**src/rtl/core/apsp_ram.sv**
```systemverilog
// Generic single-write, single-read RAM with registered read data.
module apsp_ram #(
	parameter int WIDTH = 8,
	parameter int DEPTH = 16
) (
	input  logic                     clk,
	input  logic                     we,
	input  logic [$clog2(DEPTH)-1:0] waddr,
	input  logic [WIDTH-1:0]         wdata,
	input  logic [$clog2(DEPTH)-1:0] raddr,
	output logic [WIDTH-1:0]         rdata
);

	logic [WIDTH-1:0] mem [DEPTH];

	// Write port
	always_ff @(posedge clk) begin
		if (we) begin
			mem[waddr] <= wdata;
		end
	end

	// Registered read port
	always_ff @(posedge clk) begin
		rdata <= mem[raddr];
	end

endmodule

```
**config.mk**
```make
export PLATFORM = sky130hd
export DESIGN_NAME = apsp_ram
export DESIGN_NICKNAME = d
export VERILOG_FILES = /design/src/rtl/core/apsp_ram.sv
export SDC_FILE = /design/constraint.sdc
export NUM_CORES = 1
export LEC_CHECK = 0
export BUFFER_PORTS_ARGS = -buffer_cell sky130_fd_sc_hd__buf_2
export CAP_MARGIN = 30
export CORE_MARGIN = 3
export CORE_UTILIZATION = 57
export DETAILED_ROUTE_END_ITERATION = 12
export PLACE_DENSITY = 0.75
export SETUP_SLACK_MARGIN = 0.5
export SLEW_MARGIN = 20
export SYNTH_ARGS = -nofsm -noshare
export SYNTH_HDL_FRONTEND = slang
export SYNTH_SLANG_ARGS = --single-unit
```
**constraint.sdc**
```tcl
create_clock -name clk -period 2.08 [get_ports clk]
set_input_delay 0.104 -clock clk [delete_from_list [all_inputs] [get_ports clk]]
set_output_delay 0.104 -clock clk [all_outputs]
set_load 0.1 [all_outputs]
```
-- Word level (Yosys, flattened, before mapping)
Memory sizes are Yosys's and may differ from the RTL's. A register that Yosys moved wholly into a read port is not among the register bits.
Index checks and enable logic that the tools add are counted.
- register bits: 0
- bits in writable memories: 128
- input bits: 18
- logic and storage cells: 3
- memories: 1
- memory list (memory ; depth ; bits a word ; read ports ; clocked after memory_dff ; wr ports ; RTL line ; text):
    mem ; 16 ; 8 ; 1 ; 1 ; 1 ; 14 ; logic [WIDTH-1:0] mem [DEPTH];
- multiplexer cells: 2
- operators with widths (kind ; count):
    $mux W1 ; 2

-- Longest topological paths before layout
Gate-level depths: netlist of the first run.
- word-level depth: 2
- mapped depth: 5
- gate-level depth less buffers: 3

-- Worst setup path after synthesis of the first run
Ideal clock, no wire load.
- kind: in2reg
- from: input waddr[2]
- to: memory mem[0][0], enable pin
- library setup time: 0.383 ns
- arrival time: 1.214 ns
- required time: 1.697 ns
- path slack: 0.483 ns
- stages on the path: 2
- cell sequence: or3b_2 nor3_1
- RTL lines (item ; RTL line ; text):
    from (decl) ; 8 ; input logic [$clog2(DEPTH)-1:0] waddr,
    to (decl) ; 14 ;
Straight into the memory's write port.

==> results of run 1 <==
## per-layer routing
layer  global-route usage, %  up-vias  routed length (um)
li1                        -     1098                   -
met1                    29.0     1257                3960
met2                    32.5       99                4770
met3                    5.12        9                 667
met4                    9.20        0                 133
met5                       0        -                   0
## logic make-up after synthesis
| kind of cell | count (synthesis) | synth area share, % |
|---|---|---|
| buffers and inverters | 10 | 1.68 |
| AOI/OAI and AO/OA | 16 | 2.33 |
| muxes | 32 | 15.0 |
| and+or+nand+nor | 35 | 3.18 |
| DFF | 136 | 77.8 |
## worst paths after layout
check,from,end,slack [ns]
setup reg to reg,mem[1][0]$_DFFE_PP_,rdata[0]$_DFF_P_,0.66
setup / recovery,mem[1][0]$_DFFE_PP_,rdata[0]$_DFF_P_,0.66
hold / removal,waddr[0],mem[0][1]$_DFFE_PP_,0.16
hold reg to reg,mem[14][6]$_DFFE_PP_,rdata[6]$_DFF_P_,0.66
## metrics by stage
stage / utilization, % / hold slack (ns) / setup WS (ns) / power, uW
3_3_place_gp: 62.6 / 0.482 / 0.506 / 3540
5_1_grt: 70.2 / 0.179 / 0.594 / 6600
2_1_floorplan: - / 0.203 / 0.710 / 3420
4_1_cts: 70.2 / 0.143 / 0.647 / 6450
3_5_place_dp: 62.6 / 0.501 / 0.477 / 3550
6_report: 70.2 / 0.165 / 0.657 / 6420
## sequential cells by signal, indices dropped and copies added (netlist names)
signal and cells:
mem 128, rdata 8
## critical path, delay by kind of cell (launching register included)
kind,cells,cell delay [ns]
AO/OA/AOI/OAI,1,0.24
AND/OR/NAND/NOR,1,0.11
multiplexers,1,0.54
flip-flops,1,0.41
## final cells by class
type / count / area share [%]
flip-flops and latches: 136 / 65.1
multi-input cells: 83 / 17.3
clock buffers: 19 / 7.01
repair buffers: 53 / 5.98
clock inverters: 13 / 2.50
well taps: 108 / 2.20
## where the power goes
part,internal (uW),total (uW),switching (uW)
sequential,3060,3080,14.8
clock,1850,2910,1070
combinational,132,421,290
## cells in the final DEF (no fill, tap or decap), types with 2 or more instances in the layout
cell,instances
nor2_1,13
nand2b_1,2
mux4_2,18
dlygate4sd3_1,8
dfxtp_1,8
clkinvlp_4,3
edfxtp_1,128
buf_2,25
nand3b_1,2
mux4_1,14
nand2_1,9
nor3_1,3
clkinv_2,4
clkinv_4,2
clkbuf_16,16
clkbuf_8,2
buf_4,19
a22oi_1,16
bufinv_16,3
## repair_timing
| item | CTS | global route |
|---|---|---|
| hold endpoints to repair | 128 | 0 |
| hold buffers | 8 | 0 |
| endpoints found under the setup margin | 0 | 0 |
| resized for setup | 0 | 0 |
==> flow_summary.toml, run 1 <==
[status]
outcome = "finished, final reports clean"

[critical_path]
worstPathCellList = "mux4_1, a22oi_1, nand2_1"
crit_slowest_cell = "mux4_1"
critPathMaxFanout = 1
r2r_cells = 3
path_class = "reg2reg"
cp-end-kind = "flip-flop"
crit_path_max_incr_delay_ns = 0.54
cp.required_ns = 2.46
start_kind = "flip-flop"
worst_ep_arrival_time_ns = 1.80

[floorplanning]
fp.dieArea_mm2 = 0.0102
die_w_um = 101
core_mm2 = 0.00876
core.rowCount = 34
boundaryPins = 26
initial_utilization_pct = 58.7
die_h_um = 101

[layout]
diodes = 0
drive_gt1_share_pct = 31.3
fin_nets = 309
stdcell_count = 412
final_area_mm2 = 0.00615
synthToLayoutAreaGrowth_pct = 19.6
n_fill_cell = 545
multi_input_area_mm2 = 0.00106
register_area_mm2 = 0.00400

[placement]
place_area_mm2 = 0.00549
port_buffers = 25
routabilityCongestion = 0.729
hpwl_um = 5810
dp_cells = 372

[synth]
netlist_area_mm2 = 0.00515
synth_cells = 229
synth_ff_type = "edfxtp_1"
ys_seq_area_share_pct = 77.8
synth_most_common_cell = "edfxtp_1"
yosys-top-cells-count = "128 x edfxtp_1, 18 x mux4_2, 16 x a22oi_1"
syn_nets = 247
async_reset_ff_share_pct = 0
yosysTopAreaCell = "edfxtp_1"
synth_top_area_share_pct = 74.7
avgSynthCellArea_um2 = 22.5
yosys_warnings = 0
ys_ff_latch = 136
yosys.cell_types.count = 19
synth_edf_count = 128
ys_top_cells_by_area = "edfxtp_1 75%, mux4_2 7.9%, mux4_1 7.1%, dfxtp_1 3.1%, a22oi_1 2.3%"

[sta]
fin_crit_sh_pct = 68.4
setup_viol = 0
finalHoldViolations = 0
rsz0062_at_grt = "false"
relSlewSlack_pct = 56.1
timing.fmax_mhz = 703
period_needed_ns = 1.42
tightestPinTransition_ns = 0.656
final_max_slew_viol_count = 0
skew_ns = 0.00715
tns_ns = 0

[drt]
dr.pass1.iters = 4
drt_wl_total_um = 9530
final_antenna_net_count = 0
vias = 2463
drt_iter0_markers = 179
post_drt_wl_per_cell_um = 23.1
vias_per_cell = 5.98
route.detailed.drc = 0

[global_routing]
grt-ovfl-total = 0
grt_pass1_vias = 2573
grt.total_usage_pct = 21.0
antenna_found_initial = 0
grt_first_pass_wirelength_um = 15000
grt_max_degree = 33

[clock_tree]
worst_skew_pair.late_latency_ns = 0.51
clock-sinks = 136
cts_root_buf = "clkbuf_8"
clk_pin_slew_worst_paths_ns = 0.06
clockBufferDepth = 2
cts_buffers = 17
htreeDepth = 4
cts_tree = "built"
cts_setup_buffers = 0

[flow_run]
cap_violations = 0

[power_and_ir_drop]
vdd_drop_max_mv = 0.559
power_leakage_uw = 0.00212
powerDensity_mw_per_mm2 = 1040

[min_path]
min_path_type = "in2reg"
min_delay_path_depth = 3
No activity file was read; power rests on OpenSTA's default activity.
==> run 2: changes to the inputs <==
==> constraint.sdc (replaced) <==
create_clock -name clk -period 1.4 [get_ports clk]
set_input_delay 0.07 -clock clk [delete_from_list [all_inputs] [get_ports clk]]
set_output_delay 0.07 -clock clk [all_outputs]
set_load 0.1 [all_outputs]
==> flow_summary.toml, run 2 (synthesis gave the netlist of run 1 again) <==
[layout]
drive_gt1_share_pct = 44.9
synthToLayoutAreaGrowth_pct = 26.1
layout_common_cells = "128 x edfxtp_1, 32 x mux4_2, 17 x buf_2, 16 x clkbuf_16, 14 x buf_12"
n_fill_cell = 482
regMostFlops = "mem"
stdcell_count = 411
reg_top3 = "mem (128), rdata (8)"
mostFrequentLayoutCell = "edfxtp_1"
largest_register_ff_count = 128
fin_nets = 308
diodes = 0
post-route-util_pct = 74.1

[global_routing]
grt_max_degree = 18
antenna_found_initial = 0
grt.total_usage_pct = 22.2
met2_usage_pct = 34.0
met3_usage_pct = 6.57
grt_pass1_vias = 2696
grt_first_pass_wirelength_um = 15700
grt-ovfl-total = 0
top_usage_layer = "met2"
grtUsageMet1_pct = 31.0

[power_and_ir_drop]
p_switching_uw = 2070
power_frac_seq_pct = 45.3
report.power.total_uw = 10200
power_leakage_uw = 0.00216
powerDensity_mw_per_mm2 = 1570
combPwrFrac_pct = 7.7
p_int_uw = 8100
p_clk_share_pct = 47.1
vdd_drop_max_mv = 1.52
switching_share_pct = 20.4

[sta]
tightestPinTransition_ns = 0.949
relSlewSlack_pct = 36.5
final_max_slew_viol_count = 0
setup_viol = 0
fin_crit_sh_pct = 94.6
tns_ns = 0
period_needed_ns = 1.32
finalHoldViolations = 0
rsz0062_at_grt = "true"
timing.fmax_mhz = 755
skew_ns = 0.00829

[drt]
drt_iter0_markers = 255
route.detailed.drc = 0
post_drt_wl_per_cell_um = 24.2
drt_wl_total_um = 9960
dr.pass1.iters = 4
final_antenna_net_count = 0
vias = 2538
vias_per_cell = 6.18

[clock_tree]
cts_buffers = 17
cts_root_buf = "clkbuf_8"
worst_skew_pair.late_latency_ns = 0.51
htreeDepth = 4
cts_tree = "built"
clockBufferDepth = 2
clk_pin_slew_worst_paths_ns = 0.06
clock-sinks = 136
cts_setup_buffers = 0

[critical_path]
path_class = "reg2reg"
cp.required_ns = 1.79
r2r_cells = 3
r2r_end = "rdata[1]$_DFF_P_"
worst_ep_arrival_time_ns = 1.71
critical_path.reg2reg.startpoint = "mem[9][1]$_DFFE_PP_"
cp-end-kind = "flip-flop"
start_kind = "flip-flop"
critPathMaxFanout = 1
worst-r2r-setup-slack_ns = 0.08

[placement]
dp_cells = 371
hpwl_um = 6080
routabilityCongestion = 0.743
port_buffers = 25

[flow_run]
cap_violations = 0

[min_path]
min_delay_path_depth = 3
whs_endpoint = "mem[0][6]$_DFFE_PP_"
min_path_type = "in2reg"
min_from = "waddr[1]"

[floorplanning]
core.rowCount = 34
core_mm2 = 0.00876
fp.dieArea_mm2 = 0.0102
boundaryPins = 26
die_h_um = 101
die_w_um = 101
initial_utilization_pct = 58.7

[status]
outcome = "finished, final reports clean"
## run 2: critical path, stage by stage, from the launching register on
cell      delay [ns]
edfxtp_1        0.38
mux4_2          0.50
a22oi_2         0.24
nand2_1         0.09
## run 2: worst max path at each step
stage | start | to | slack [ns] | cells after the start
after floorplan | waddr[2] | mem[0][0]$_DFFE_PP_ | 0.23 | 2
after global placement | raddr[0] | rdata[1]$_DFF_P_ | -0.12 | 5
after detailed placement | raddr[0] | rdata[1]$_DFF_P_ | -0.17 | 5
after CTS | mem[10][1]$_DFFE_PP_ | rdata[1]$_DFF_P_ | 0.07 | 3
after global routing | mem[9][1]$_DFFE_PP_ | rdata[1]$_DFF_P_ | 0.05 | 3
final | mem[9][1]$_DFFE_PP_ | rdata[1]$_DFF_P_ | 0.08 | 3
## run 2: per-stage QoR
stage	hold slack, ns	worst slack (ns)	cell area, um2
after floorplan	0.169	0.227	5260
after global placement	0.460	-0.124	5610
after detailed placement	0.469	-0.169	5610
after CTS	0.0565	0.0723	6480
after global routing	0.0610	0.0476	6490
final	0.0785	0.0757	6490
## run 2: metal layers
metal | wire length [um] | vias to the layer above | part of all wire [%]
met5 | 0 | - | 0
met3 | 550 | 16 | 5.5
li1 | - | 1086 | -
met4 | 218 | 0 | 2.2
met1 | 4190 | 1331 | 42
met2 | 5000 | 105 | 50
## run 2: what timing repair did
action	4_1_cts	5_1_grt
gates resized for setup	36	2
pin swaps	0	1
hold buffers	8	0
endpoints found under the hold margin	128	0
setup endpoints to repair	16	16
## run 2: power by group through the flow
stage	clock, uW	sequential [uW]	combinational [uW]
4_1_cts	4840	4610	780
5_1_grt	5050	4610	823
6_report	4790	4600	780
2_1_floorplan	0	4860	272
3_5_place_dp	0	4670	664
3_3_place_gp	0	4670	653
## run 2: area by class of cell
class / count / area (um2) / area share (%)
clock buffers: 18 / 418 / 6.44
clock inverters: 14 / 229 / 3.53
flip-flops and latches: 136 / 4010 / 61.8
repair buffers: 52 / 543 / 8.37
multi-input cells: 83 / 1150 / 17.8
well taps: 108 / 135 / 2.08
==> run 3: changes to the inputs <==
==> constraint.sdc (replaced) <==
create_clock -name clk -period 1.3 [get_ports clk]
set_input_delay 0.065 -clock clk [delete_from_list [all_inputs] [get_ports clk]]
set_output_delay 0.065 -clock clk [all_outputs]
set_load 0.1 [all_outputs]
==> flow_summary.toml, run 3 (synthesis gave the netlist of run 1 again) <==
[sta]
setup_viol = 1
tns_ns = -0.0277
timing.fmax_mhz = 753
fin_ws_ns = -0.0277
rsz0062_at_grt = "true"
relSlewSlack_pct = 43.8
final_max_slew_viol_count = 0
period_needed_ns = 1.33
skew_ns = 0.00531
tightestPinTransition_ns = 0.842
fin_crit_sh_pct = 102
finalHoldViolations = 0

[floorplanning]
die_h_um = 101
boundaryPins = 26
core.rowCount = 34
fp.dieArea_mm2 = 0.0102
initial_utilization_pct = 58.7
core_mm2 = 0.00876
die_w_um = 101

[critical_path]
cp.required_ns = 1.68
worst_ep_arrival_time_ns = 1.71
critPathMaxFanout = 1
start_kind = "flip-flop"
cp-end-kind = "flip-flop"
path_class = "reg2reg"

[global_routing]
grt-ovfl-total = 0
grt.total_usage_pct = 22.4
grt_first_pass_wirelength_um = 15600
grt_pass1_vias = 2708
grt_max_degree = 17
antenna_found_initial = 0

[power_and_ir_drop]
report.power.total_uw = 10600
power_leakage_uw = 0.00223
powerDensity_mw_per_mm2 = 1590
vdd_drop_max_mv = 0.749

[clock_tree]
clockBufferDepth = 2
worst_skew_pair.late_latency_ns = 0.50
clock-sinks = 136
cts_tree = "built"
htreeDepth = 4
clk_pin_slew_worst_paths_ns = 0.06
cts_buffers = 17
cts_root_buf = "clkbuf_8"

[layout]
mostFrequentLayoutCell = "edfxtp_1"
diodes = 0
synthToLayoutAreaGrowth_pct = 29.2
regMostFlops = "mem"
fin_nets = 318
final_area_mm2 = 0.00665
drive_gt1_share_pct = 47.9
reg_top3 = "mem (128), rdata (8)"
layout_common_cells = "128 x edfxtp_1, 32 x mux4_2, 23 x buf_12, 17 x buf_2, 16 x clkbuf_16"
post-route-util_pct = 75.9
largest_register_ff_count = 128

[status]
outcome = "complete, but fails checks"
violations = "negative setup slack"

[drt]
drt_iter0_markers = 160
vias_per_cell = 5.91
dr.pass1.iters = 4
route.detailed.drc = 0
vias = 2490
post_drt_wl_per_cell_um = 24.2
drt_wl_total_um = 10200
final_antenna_net_count = 0

[placement]
place_area_mm2 = 0.00575
hpwl_um = 6330
dp_slack_ns = -0.240
port_buffers = 25
routabilityCongestion = 0.716

[flow_run]
cap_violations = 0

[min_path]
min_path_type = "in2reg"
run 3: cell types whose count changed in the layout (fill, tap and decap cells not counted), moves of 2 or more:
cell,before,now
bufinv_16,6,4
buf_12,14,23
nand2b_4,0,2
nand2b_1,2,0
clkinv_2,1,5
run 3: layout make-up:
| class | instances | area, um2 |
|---|---|---|
| clock inverter | 15 | 184 |
| sequential | 136 | 4010 |
| tap | 108 | 135 |
| multi-input combinational | 83 | 1170 |
| clock buffer | 17 | 414 |
| fill | 469 | 2110 |
| timing repair buffer | 62 | 731 |
run 3: per-layer routing:
layer  track usage [%]  routed length [um]
met2              39.4                5630
met4              7.16                 150
met3              5.88                 630
met5                 0                   0
met1              27.2                3770
run 3: worst max-delay path, cell delays in order, from the launching register on:
cell	delay [ns]
edfxtp_1	0.39
mux4_2	0.48
a22oi_1	0.24
nand2_1	0.09
run 3: timing repair:
| item | CTS | global route |
|---|---|---|
| hold buffers | 8 | 0 |
| pin swaps | 2 | 0 |
| endpoints found under the setup margin | 75 | 16 |
| endpoints found under the hold margin | 128 | 0 |
| resized for setup | 38 | 0 |
| buffers inserted | 6 | 0 |
run 3: final timing paths:
| path | slack [ns] | end | from | depth (start not counted) |
|---|---|---|---|---|
| worst max-delay path | -0.03 | rdata[4]$_DFF_P_ | mem[11][4]$_DFFE_PP_ | 3 |
| worst min-delay path | 0.11 | mem[12][3]$_DFFE_PP_ | waddr[0] | 3 |
| worst max register to register | -0.03 | rdata[4]$_DFF_P_ | mem[11][4]$_DFFE_PP_ | 3 |
| worst min register to register | 0.69 | rdata[7]$_DFF_P_ | mem[10][7]$_DFFE_PP_ | 3 |
run 3: stage by stage:
stage	hold WS, ns	cells
after floorplan	0.164	229
after global placement	0.452	375
after detailed placement	0.463	375
after CTS	0.0827	421
after global routing	0.111	421
final	0.109	421
run 3: power breakdown:
group	leakage (uW)	switching, uW	total (uW)	internal, uW
clock network	0.000288	1670	4750	3080
logic	0.000713	517	887	370
registers	0.00122	50.2	4960	4910
total	0.00223	2240	10600	8360
