==> config.mk <==
export PLATFORM = sky130hd
export DESIGN_NAME = apsp_regs
export DESIGN_NICKNAME = d
export VERILOG_FILES = /design/src/rtl/core/apsp_pkg.sv /design/src/rtl/core/apsp_regs.sv
export SDC_FILE = /design/constraint.sdc
export NUM_CORES = 1
export LEC_CHECK = 0
export BUFFER_PORTS_ARGS = -buffer_cell sky130_fd_sc_hd__buf_2
export CAP_MARGIN = 40
export CORE_UTILIZATION = 32
export DETAILED_ROUTE_END_ITERATION = 16
export GPL_ROUTABILITY_DRIVEN = 0
export PLACE_DENSITY = 0.81
export SETUP_SLACK_MARGIN = 0.15
export SYNTH_ARGS = -nofsm -noshare
export SYNTH_HDL_FRONTEND = slang
export SYNTH_SLANG_ARGS = --single-unit
==> constraint.sdc <==
create_clock -name clk -period 0.8 [get_ports clk]
set_input_delay 0.08 -clock clk [delete_from_list [all_inputs] [get_ports clk]]
set_output_delay 0.08 -clock clk [all_outputs]
set_load 0.1 [all_outputs]
==> src/rtl/core/apsp_pkg.sv <==
// Shared types, constants and register codes of the all-pairs shortest path block.
package apsp_pkg;

	// Sizing
	localparam int MAX_NODES  = 128;
	localparam int COST_BITS  = 16;
	localparam int DIST_BITS  = 24;
	localparam int TRIP_BITS  = DIST_BITS + 1;
	localparam int TOTAL_BITS = 48;
	localparam int NODE_BITS  = $clog2(MAX_NODES);
	localparam int CNT_BITS   = $clog2(MAX_NODES + 1);
	// Matrix address is {row, column}; depth is rounded up to a power of two
	localparam int ADDR_BITS  = 2 * NODE_BITS;
	localparam int MEM_DEPTH  = 1 << ADDR_BITS;

	// Input field widths
	localparam int NODE_IN_BITS = 7;
	localparam int EDGE_IN_BITS = 16;
	localparam int COST_USE     = (COST_BITS < EDGE_IN_BITS) ? COST_BITS : EDGE_IN_BITS;
	localparam logic [EDGE_IN_BITS-1:0] COST_MASK = EDGE_IN_BITS'((64'd1 << COST_USE) - 64'd1);

	localparam logic [DIST_BITS-1:0] DIST_INF = '1;
	localparam logic [DIST_BITS-1:0] DIST_MAX = DIST_INF - DIST_BITS'(1);

	// Configuration port
	localparam int PADDR_BITS   = 3;
	localparam int PDATA_BITS   = 32;
	localparam int REG_IDX_BITS = PADDR_BITS - 2;
	localparam logic [REG_IDX_BITS-1:0] REG_NODE_COUNT = REG_IDX_BITS'(0);
	localparam logic [REG_IDX_BITS-1:0] REG_DEPOT_NODE = REG_IDX_BITS'(1);
	localparam logic [7:0] NODE_COUNT_RESET = 8'd128;
	localparam logic [6:0] DEPOT_NODE_RESET = 7'd0;

	typedef enum logic [1:0] {
		REQ_CLEAR   = 2'd0,
		REQ_EDGE    = 2'd1,
		REQ_CLOSURE = 2'd2,
		REQ_QUERY   = 2'd3
	} req_type_t;

	typedef struct packed {
		logic [7:0] node_count;
		logic [6:0] depot_node;
	} cfg_t;

	typedef struct packed {
		req_type_t                 req_type;
		logic [NODE_IN_BITS-1:0]   node_a;
		logic [NODE_IN_BITS-1:0]   node_b;
		logic [EDGE_IN_BITS-1:0]   edge_cost;
		logic                      dir_a_to_b;
		logic                      dir_b_to_a;
	} req_t;

	typedef struct packed {
		logic [TRIP_BITS-1:0]  round_trip;
		logic [TOTAL_BITS-1:0] running_total;
		logic                  unreachable;
		logic                  done_res;
	} res_t;

endpackage

==> src/rtl/core/apsp_regs.sv <==
// Configuration register file behind the APB-style port.
module apsp_regs (
	input  logic                             clk,
	input  logic                             arst_n,
	input  logic                             psel,
	input  logic                             penable,
	input  logic                             pwrite,
	input  logic [apsp_pkg::PADDR_BITS-1:0]  paddr,
	input  logic [apsp_pkg::PDATA_BITS-1:0]  pwdata,
	output logic [apsp_pkg::PDATA_BITS-1:0]  prdata,
	output logic                             pready,
	output apsp_pkg::cfg_t                   cfg
);
	import apsp_pkg::*;

	logic [REG_IDX_BITS-1:0] idx;
	logic                    wr_en;
	cfg_t                    cfg_q;

	assign idx    = paddr[PADDR_BITS-1:2];
	assign wr_en  = psel && penable && pwrite && pready;
	assign pready = 1'b1;
	assign cfg    = cfg_q;

	// Take a write transfer at the end of the access cycle
	always_ff @(posedge clk or negedge arst_n) begin
		if (!arst_n) begin
			cfg_q.node_count <= NODE_COUNT_RESET;
			cfg_q.depot_node <= DEPOT_NODE_RESET;
		end else if (wr_en) begin
			unique case (idx)
				REG_NODE_COUNT: cfg_q.node_count <= pwdata[7:0];
				REG_DEPOT_NODE: cfg_q.depot_node <= pwdata[6:0];
			endcase
		end
	end

	// Return the addressed register
	always_comb begin
		unique case (idx)
			REG_NODE_COUNT: prdata = PDATA_BITS'(cfg_q.node_count);
			REG_DEPOT_NODE: prdata = PDATA_BITS'(cfg_q.depot_node);
		endcase
	end

endmodule

# After elaboration in Yosys (flattened, before gate mapping)
# Cells that the tools add are included.
# totals
ff_bits	15
inputBits	40
output_inout_bits	48
elab_cells	8
# classes
mux	1
bitwise_logic	1
reduce_logical	4
# ops
op	count
32-bit one-hot mux with 2 select lines	1
2-bit AND reduction	2
1-bit logical AND	2
1-bit NOT	1

# Longest topological paths before layout
# Gate-level depths: netlist of the first run.
# logic_depth
ltp_word	3
ltp_mapped	3
depth_no_buf	2

# Worst setup path before layout of the first run
# OpenSTA, ideal clock, no wires.
# synth_timing
path_kind	register -> output
from	register cfg_q, in the netlist cfg[0]
to	output port prdata[0] in the netlist's numbering
t_arrival_ps	1565
required_ps	720
path_slack_ps	-845
path_stages_with_launch	2
n_path_buf	0
cell_sequence	dfrtp_1 > mux2_2
# synth_via
elab_chain_cells	1
# synth_rtl
item	line	text
from (decl)	apsp_regs.sv:18	cfg_t cfg_q;
32-bit one-hot mux with 2 select lines	apsp_regs.sv:40	unique case (idx)
to (decl)	apsp_regs.sv:10	output logic [apsp_pkg::PDATA_BITS-1:0] prdata,
# No other way between the ends. The select of a mux whose other input is x is not followed.

# Final worst setup path of the first run
# layout_timing
from	register cfg_q, in the netlist cfg[14]
to	output port prdata[7] in the netlist's numbering
# Same word-level chain as after synthesis.

==> results of run 1 <==
layout by cell type (no fill, tap or decap), drive strengths merged:
cell type,n
buf,65
conb,25
mux2,22
dfrtp,14
clkbuf,4
and2b,1
nand4b,1
nand4,1
dfstp,1
dlygate4sd3,1
cell families after synthesis:
family	synth area share
DFF	0.4300
buffers and inverters	0.2271
and+or+nand+nor	0.05142
other	0.008575
muxes	0.2829
cell type report:
cell class / count / area, um^2
Sequential cell: 15 / 432.9
Clock buffer: 4 / 26.28
Tap cell: 30 / 37.54
Timing Repair Buffer: 66 / 855.8
Multi-Input combinational cell: 50 / 470.5
Fill cell: 176 / 699.4
worst max-delay path, delay by kind of cell (launching register included):
kind	cells	cell delay, ps
buffers and inverters	1	170
DFF	1	630
and+or+nand+nor	1	160
metrics by stage:
step             util  TNS, ps  total power (uW)  instance area [um^2]  cells
2_1_floorplan       -    -6191              4184                  1099     91
3_3_place_gp   0.5997    -5674              5333                  1513    150
3_5_place_dp   0.5997    -5882              5374                  1513    150
4_1_cts        0.6811   -12140              6333                  1718    156
5_1_grt        0.7227   -14590              6742                  1823    165
6_report       0.7227   -13490              6531                  1823    165
metal layers:
layer,global-route usage,routed length (um),up-vias
li1,-,-,312
met1,0.1650,807,316
met2,0.2703,1185,38
met3,0.03889,106,3
met4,0.05556,21,0
met5,0,0,-
power by group:
group / internal [uW] / total, uW / switching, uW
Sequential: 1040 / 1160 / 124
Combinational: 1910 / 4920 / 3010
Clock: 194 / 444 / 250
final timing paths:
path                       startpoint        end  slack [ps]  cells past startpoint
setup reg to reg              cfg[12]    cfg[12]        -370                      4
hold / removal              pwdata[7]    cfg[14]          20                      2
setup / recovery              cfg[14]  prdata[7]        -520                      2
max in group asynchronous      arst_n    cfg[14]         250                      2
hold reg to reg                cfg[9]     cfg[9]         670                      2
min in group asynchronous      arst_n     cfg[9]         250                      2
timing repair:
item / in CTS / in global routing
setup endpoints to repair: 38 / 38
hold buffers: 1 / 0
gates resized for setup: 43 / 10
endpoints found under the hold margin: 15 / 0
buffers inserted: 1 / 9
==> flow_results.org, run 1 <==
** Run status
- The flow ran to the end, but the final reports show violations.
- The checks that failed: setup timing.

** Yosys
- Most frequent cells after synthesis :: buf_4 (25), mux2_2 (22), dfrtp_1 (14)
- Counting flops with a built-in enable in the synthesized netlist gives 0.
- In the synthesized netlist, the number of instances is 68.
- Yosys printed 0 warnings.
- By area the synthesized netlist is led by dfrtp_1 (40%), mux2_2 (28%), buf_4 (21%), dfstp_2 (3.0%), nand4b_4 (2.7%).
- Cell area after technology mapping :: 875.8 um^2
- Yosys mapped the design onto 9 distinct sky130hd cell types.
- Summed over all instances, the cell type with the most area after synthesis is dfrtp_1.
- Post-synthesis average cell area :: 12.88 um^2
- Of the synthesized area, sequential elements account for 0.4300.
- In this run, synthesis produced a sequential element count of 15.
- Most numerous cell in the Yosys netlist :: buf_4
- Fraction of synthesized cell area taken by the top area cell type :: 0.4000
- Async set-or-reset flop fraction in the synthesized netlist :: 1.000
- Prevailing post-synth register cell :: dfrtp_1

** Routing
- Mean number of vias per cell :: 4.055
- Detail Route Antenna Nets :: 0
- Count of unresolved DRC violations after routing :: 0
- Total detailed-routing wirelength :: 2120 um
- Number of search-and-repair iterations in the first detailed-routing pass :: 1
- In this run, the number of DRC markers left after iteration 0 of detailed routing was 0.
- In the final routed layout, each cell accounts on average for 12.85 um.
- Detailed-route via count :: 669

** Floorplanning
- The floorplan step set the die height to 54.32 um.
- Number of top-level design ports :: 88
- The region available for standard cell placement spans 2522 um^2.
- The die covers 2950 um^2.
- Row generation in the floorplan step produced 18 rows.
- The initial utilization of the core area, before any placement, comes to 0.3472.
- The floorplan step set the die width to 54.32 um.

** Global route
- The total overflow left after global routing is 0.
- Entering global routing, the biggest net connects 16 pins.
- Across every metal layer, demand over resource in global routing totals 0.1492.
- Vias in the first global route :: 618
- Number of antenna violations at the first check in global routing :: 0
- Global-route wire length before repair :: 2946 um

** Layout
- Layout area overhead :: 108.1%
- The number of antenna diodes in the final layout is 0.
- Of the cells placed in the final design, the portion with a size suffix greater than 1 is 0.8000.
- In the final design database the tool counted 176 nets.
- Largest register FFs :: 15

** Timing
- Worst hold slack across all endpoints :: 22.70 ps
- Setup slack after layout :: -524.7 ps
- Setup violations remaining at the end of the flow were counted as 38.
- Setup repair after global routing missed its margin :: true
- Fmax achieved :: 754.9 MHz
- Final count of hold timing violations :: 0
- Tmin final :: 1325 ps
- Clock Skews :: 0 ps
- The number of slew-limit violations in the final report came to 0.
- In the finished design, the share of the clock period the worst path needs comes to 1.656.

** Clocking
- Clock latency of the later-clocked register in the worst-skew pair :: 280 ps
- CTS saw 15 sinks.
- # H-tree levels :: 1
- TritonCTS buffer count :: 3
- The clock passes through at most 2 buffers.
- TritonCTS clock tree :: yes
- Clock-pin slew was measured on the worst setup and hold paths at 90 ps.
- CTS placed an instance of clkbuf_4 at the clock tree root.

** Critical path
- Walking the worst path, the cells encountered are and2b_4 > buf_12.
- Critical path endpoint category :: output pin
- The worst setup path is of the flop to output pin kind.
- Max incr delay on CP :: 630 ps
- Largest fanout of any net on the critical path :: 2
- For this design, the slowest cell found on the critical path is dfstp_4.
- Critical Path Source Type :: flop
- Worst Path Arrival :: 1240 ps
- STA puts the critical path data required time at 720 ps.

** Placement
- Post-detailed-placement half-perimeter wirelength :: 1507 um
- The count of buffers added on input and output ports is 36.
- OpenSTA, run right after detailed placement, puts the worst setup slack at -286.4 ps.

** Job
- Number of max-capacitance violations reported :: 0

** Pwr
- Power spread over the standard cell area amounts to 3583 nW/um^2.
- Largest vdd supply drop :: 2608 uV
- Pleak :: 0.0009250 uW

** Min path
- In this run the worst hold path is classified as input port to flop.
No activity file was read; power rests on OpenSTA's default activity.
==> run 2: changes to the inputs <==
--- a/config.mk
+++ b/config.mk
@@ -5,12 +5,13 @@
 export SDC_FILE = /design/constraint.sdc
 export NUM_CORES = 1
 export LEC_CHECK = 0
+export ABC_AREA = 1
 export BUFFER_PORTS_ARGS = -buffer_cell sky130_fd_sc_hd__buf_2
 export CAP_MARGIN = 40
 export CORE_UTILIZATION = 32
 export DETAILED_ROUTE_END_ITERATION = 16
 export GPL_ROUTABILITY_DRIVEN = 0
-export PLACE_DENSITY = 0.81
+export PLACE_DENSITY = 0.8
 export SETUP_SLACK_MARGIN = 0.15
 export SYNTH_ARGS = -nofsm -noshare
 export SYNTH_HDL_FRONTEND = slang
==> flow_results.org, run 2 <==
** Yosys
- Synthesized-area fraction occupied by ao, oa, aoi and oai cells :: 0 (unchanged)
- The combinational family with the most area after synthesis is simple AND/OR/NAND/NOR gates (was multiplexers).
- Async set-or-reset flop fraction in the synthesized netlist :: 1.000 (unchanged)
- Largest cells by area after synthesis: dfrtp_1 (39%), buf_4 (21%), nand2_1 (21%), nand3_1 (8.3%), dfstp_2 (2.9%) (was dfrtp_1 (40%), mux2_2 (28%), buf_4 (21%), dfstp_2 (3.0%), nand4b_4 (2.7%)).
- The mux contribution to synthesized area was 0 (was 0.2829).
- Sequential cell area fraction in the yosys report :: 0.4140 (was 0.4300)
- Most numerous cell in the Yosys netlist :: nand2_1 (was buf_4)
- Cell area after technology mapping :: 909.6 um^2 (was 875.8 um^2)
- The mean post-synth cell area is 7.580 um^2 (was 12.88 um^2).
- Fraction of synthesized cell area taken by the top area cell type :: 0.3851 (was 0.4000)
- Area share of fa/ha/maj cells after synthesis :: 0 (unchanged)
- Leading area contributor after synthesis :: dfrtp_1 (unchanged)
- Register bit count reported by yosys :: 15 (unchanged)
- The number of warning messages in the yosys log is 0 (unchanged).
- The area fraction in and, or, nand and nor cells after synthesis is 0.3343 (was 0.05143).
- Netlist cell types :: 13 (was 9)
- Number of enable-type register cells in the synthesized netlist :: 0 (unchanged)
- Most frequent cells after synthesis :: nand2_1 (52), buf_4 (26), nand3_1 (15) (was buf_4 (25), mux2_2 (22), dfrtp_1 (14))
- The post-synthesis share of cell area spent on xor and xnor gates is 0 (unchanged).
- The synthesized netlist cell count is 120 (was 68).
- Prevailing post-synth register cell :: dfrtp_1 (unchanged)

** Critical path
- Largest fanout of any net on the critical path :: 2 (unchanged)
- The startpoint-to-endpoint class of the critical path is flop to output pin (unchanged).
- Critical path endpoint category :: output pin (unchanged)
- Worst Path Arrival :: 1230 ps (was 1240 ps)
- Critical Path Source Type :: flop (unchanged)
- Worst setup path startpoint :: cfg[14] (unchanged)
- Worst R2R Start :: cfg[0] (was cfg[12])
- The data required time at the worst endpoint is 720 ps (about the same).

** Floorplanning
- Area enclosed by the die boundary :: 3060 um^2 (was 2950 um^2)
- The number of placement rows was 18 (unchanged).
- The starting density of the core was 0.3512 (was 0.3472).
- The number of ports placed on the die boundary came to 88 (unchanged).
- The vertical die dimension was 55.32 um (was 54.32 um).
- The die width came to 55.32 um (was 54.32 um).
- Core Area :: 2590 um^2 (was 2522 um^2)

** Routing
- Mean number of vias per cell :: 4.612 (was 4.055)
- Starting DRC count in detailed routing :: 8 (was 0)
- The final routed wirelength across all metal layers came to 3166 um (was 2120 um).
- The count of unresolved DRC violations after routing was 0 (unchanged).
- The via count was 1010 (was 669).
- The first-pass iteration count of the detailed router came to 4 (was 1).
- The antenna violation net count after detailed routing came to 0 (unchanged).
- The average wire per standard cell is 14.46 um (was 12.85 um).

** Timing
- Setup violation total in the final timing report :: 32 (was 38)
- The final setup TNS was -10320 ps (was -13490 ps).
- The final period demand of the worst path was 1313 ps (was 1325 ps).
- Fmax achieved :: 761.9 MHz (was 754.9 MHz)
- Setup repair after global routing missed its margin: true (unchanged).
- Final-report max-slew violation count :: 0 (unchanged)
- The total count of hold-check failures in the final report came to 0 (unchanged).
- Crit share post-route :: 1.641 (was 1.656)
- The clock skew was 0 ps (unchanged).
- The worst path setup slack after routing was -512.6 ps (was -524.7 ps).

** Global route
- The via count of the first global-routing pass came to 963 (was 618).
- Number of antenna violations at the first check in global routing :: 0 (unchanged)
- Remaining global-route overflow :: 0 (unchanged)
- The global-route wire length before repair was 4485 um (was 2946 um).
- Pin count of the biggest net entering global routing :: 16 (unchanged)
- Overall Global Routing Usage :: 0.1919 (was 0.1492)

** Layout
- The most common library cell in the layout ignoring fill and taps is buf_12 (was conb_1).
- The count of fill cells added during filler insertion came to 144 (was 176).
- The number of nets at the end of the flow came to 230 (was 176).
- Diode insertion count for antenna repair :: 0 (unchanged)
- The final instance count without filler cells was 219 (was 165).
- Largest register FFs :: 15 (unchanged)
- The post-synthesis to final-layout area growth was 132.5% (was 108.1%).
- Layout cells sized above 1 :: 0.6984 (was 0.8000)
- Leading cell types in the layout, fill and taps excluded :: buf_12 (29), conb_1 (25), nand2_2 (16), buf_6 (16) (was conb_1 (25), buf_12 (24), buf_6 (24))
- Area taken by flip-flops and latches :: 432.9 um^2 (unchanged)
- Multi-input combinational cell area :: 680.7 um^2 (was 470.5 um^2)
- The final core area utilization was 0.8164 (was 0.7227).

** Run status
- Result of the run :: complete, but fails checks (unchanged)
- Failing checks :: setup timing (unchanged)

** Clocking
- Clock input transition at the sequential cells of the worst setup and hold paths :: 90 ps (about the same)
- # H-tree levels :: 1 (unchanged)
- The clock tree from TritonCTS is yes (unchanged).
- The root cell of the clock tree is clkbuf_4 (unchanged).
- TritonCTS buffer count :: 3 (unchanged)
- The latest clock arrival within the worst-skew pair was 290 ps (was 280 ps).
- The maximum root-to-sink buffer count is 2 (unchanged).
- Clock sink count :: 15 (unchanged)

** Job
- The max-cap violation count is 0 (unchanged).

** Pwr
- Largest vdd supply drop :: 2234 uV (was 2608 uV)
- The leakage power came to 0.001052 uW (was 0.0009250 uW).
- The power after layout came to 6089 uW (was 6531 uW).
- Pwr per Cell Area :: 2880 nW/um^2 (was 3583 nW/um^2)

** Placement
- Placed Cells :: 204 (was 150)
- Post-detailed-placement half-perimeter wirelength :: 2102 um (was 1507 um)
- Count of input and output buffers :: 36 (unchanged)

** Min path
- Launch instance of the worst min-delay path :: pwdata[7] (unchanged)
- The worst hold-check path type is input port to flop (unchanged).
run 2: stage by stage:
step           cell area [um^2]  hold WS, ps  setup slack [ps]
2_1_floorplan              1281       -215.6            -629.8
3_3_place_gp               1887       -7.662            -201.3
3_5_place_dp               1887        7.753            -207.1
4_1_cts                    1991        11.83            -508.1
5_1_grt                    2115        26.20            -551.8
6_report                   2115        5.055            -512.6
run 2: path summary, 6_finish.rpt:
check / cells past startpoint / to / slack, ps
worst min-delay path: 3 / cfg[14] / 5
max in group asynchronous: 2 / cfg[14] / 250
min in group asynchronous: 2 / cfg[9] / 230
worst max-delay path: 3 / prdata[7] / -510
worst max register to register: 5 / cfg[0] / -240
worst min register to register: 2 / cfg[12] / 580
run 2: final cells by class:
type                            count  share of cell area
Clock buffer                        4             0.01243
Inverter                            3            0.005325
Multi-Input combinational cell     96              0.3219
Tap cell                           30             0.01775
Sequential cell                    15              0.2047
Timing Repair Buffer               71              0.4379
run 2: power by group:
part | switching [uW] | internal (uW)
clock | 270 | 194
sequential | 240 | 1000
combinational | 2780 | 1600
run 2: timing repair:
action / CTS / global route
gates resized for setup: 17 / 18
endpoints found under the hold margin: 15 / 0
hold buffers: 1 / 0
setup buffers: 2 / 8
endpoints found under the setup margin: 38 / 38
pin swaps: 13 / 5
run 2: worst max-delay path, stage by stage, from the launching register on:
cell     delay [ps]
dfstp_4         630
inv_2            40
nor2_4           90
buf_12          180
run 2: logic make-up (layout without fill, tap and decap cells):
kind of cell,after synthesis,after routing
AND/OR/NAND/NOR,71,71
buffers and inverters,32,78
flip-flops,15,15
other,2,25
run 2: layer usage:
layer	GRT usage	wire length (um)	vias up
met2	0.3511	1728	51
met4	0.1107	71	0
met5	0	0	-
li1	-	-	462
met1	0.2080	1205	491
met3	0.02810	160	6
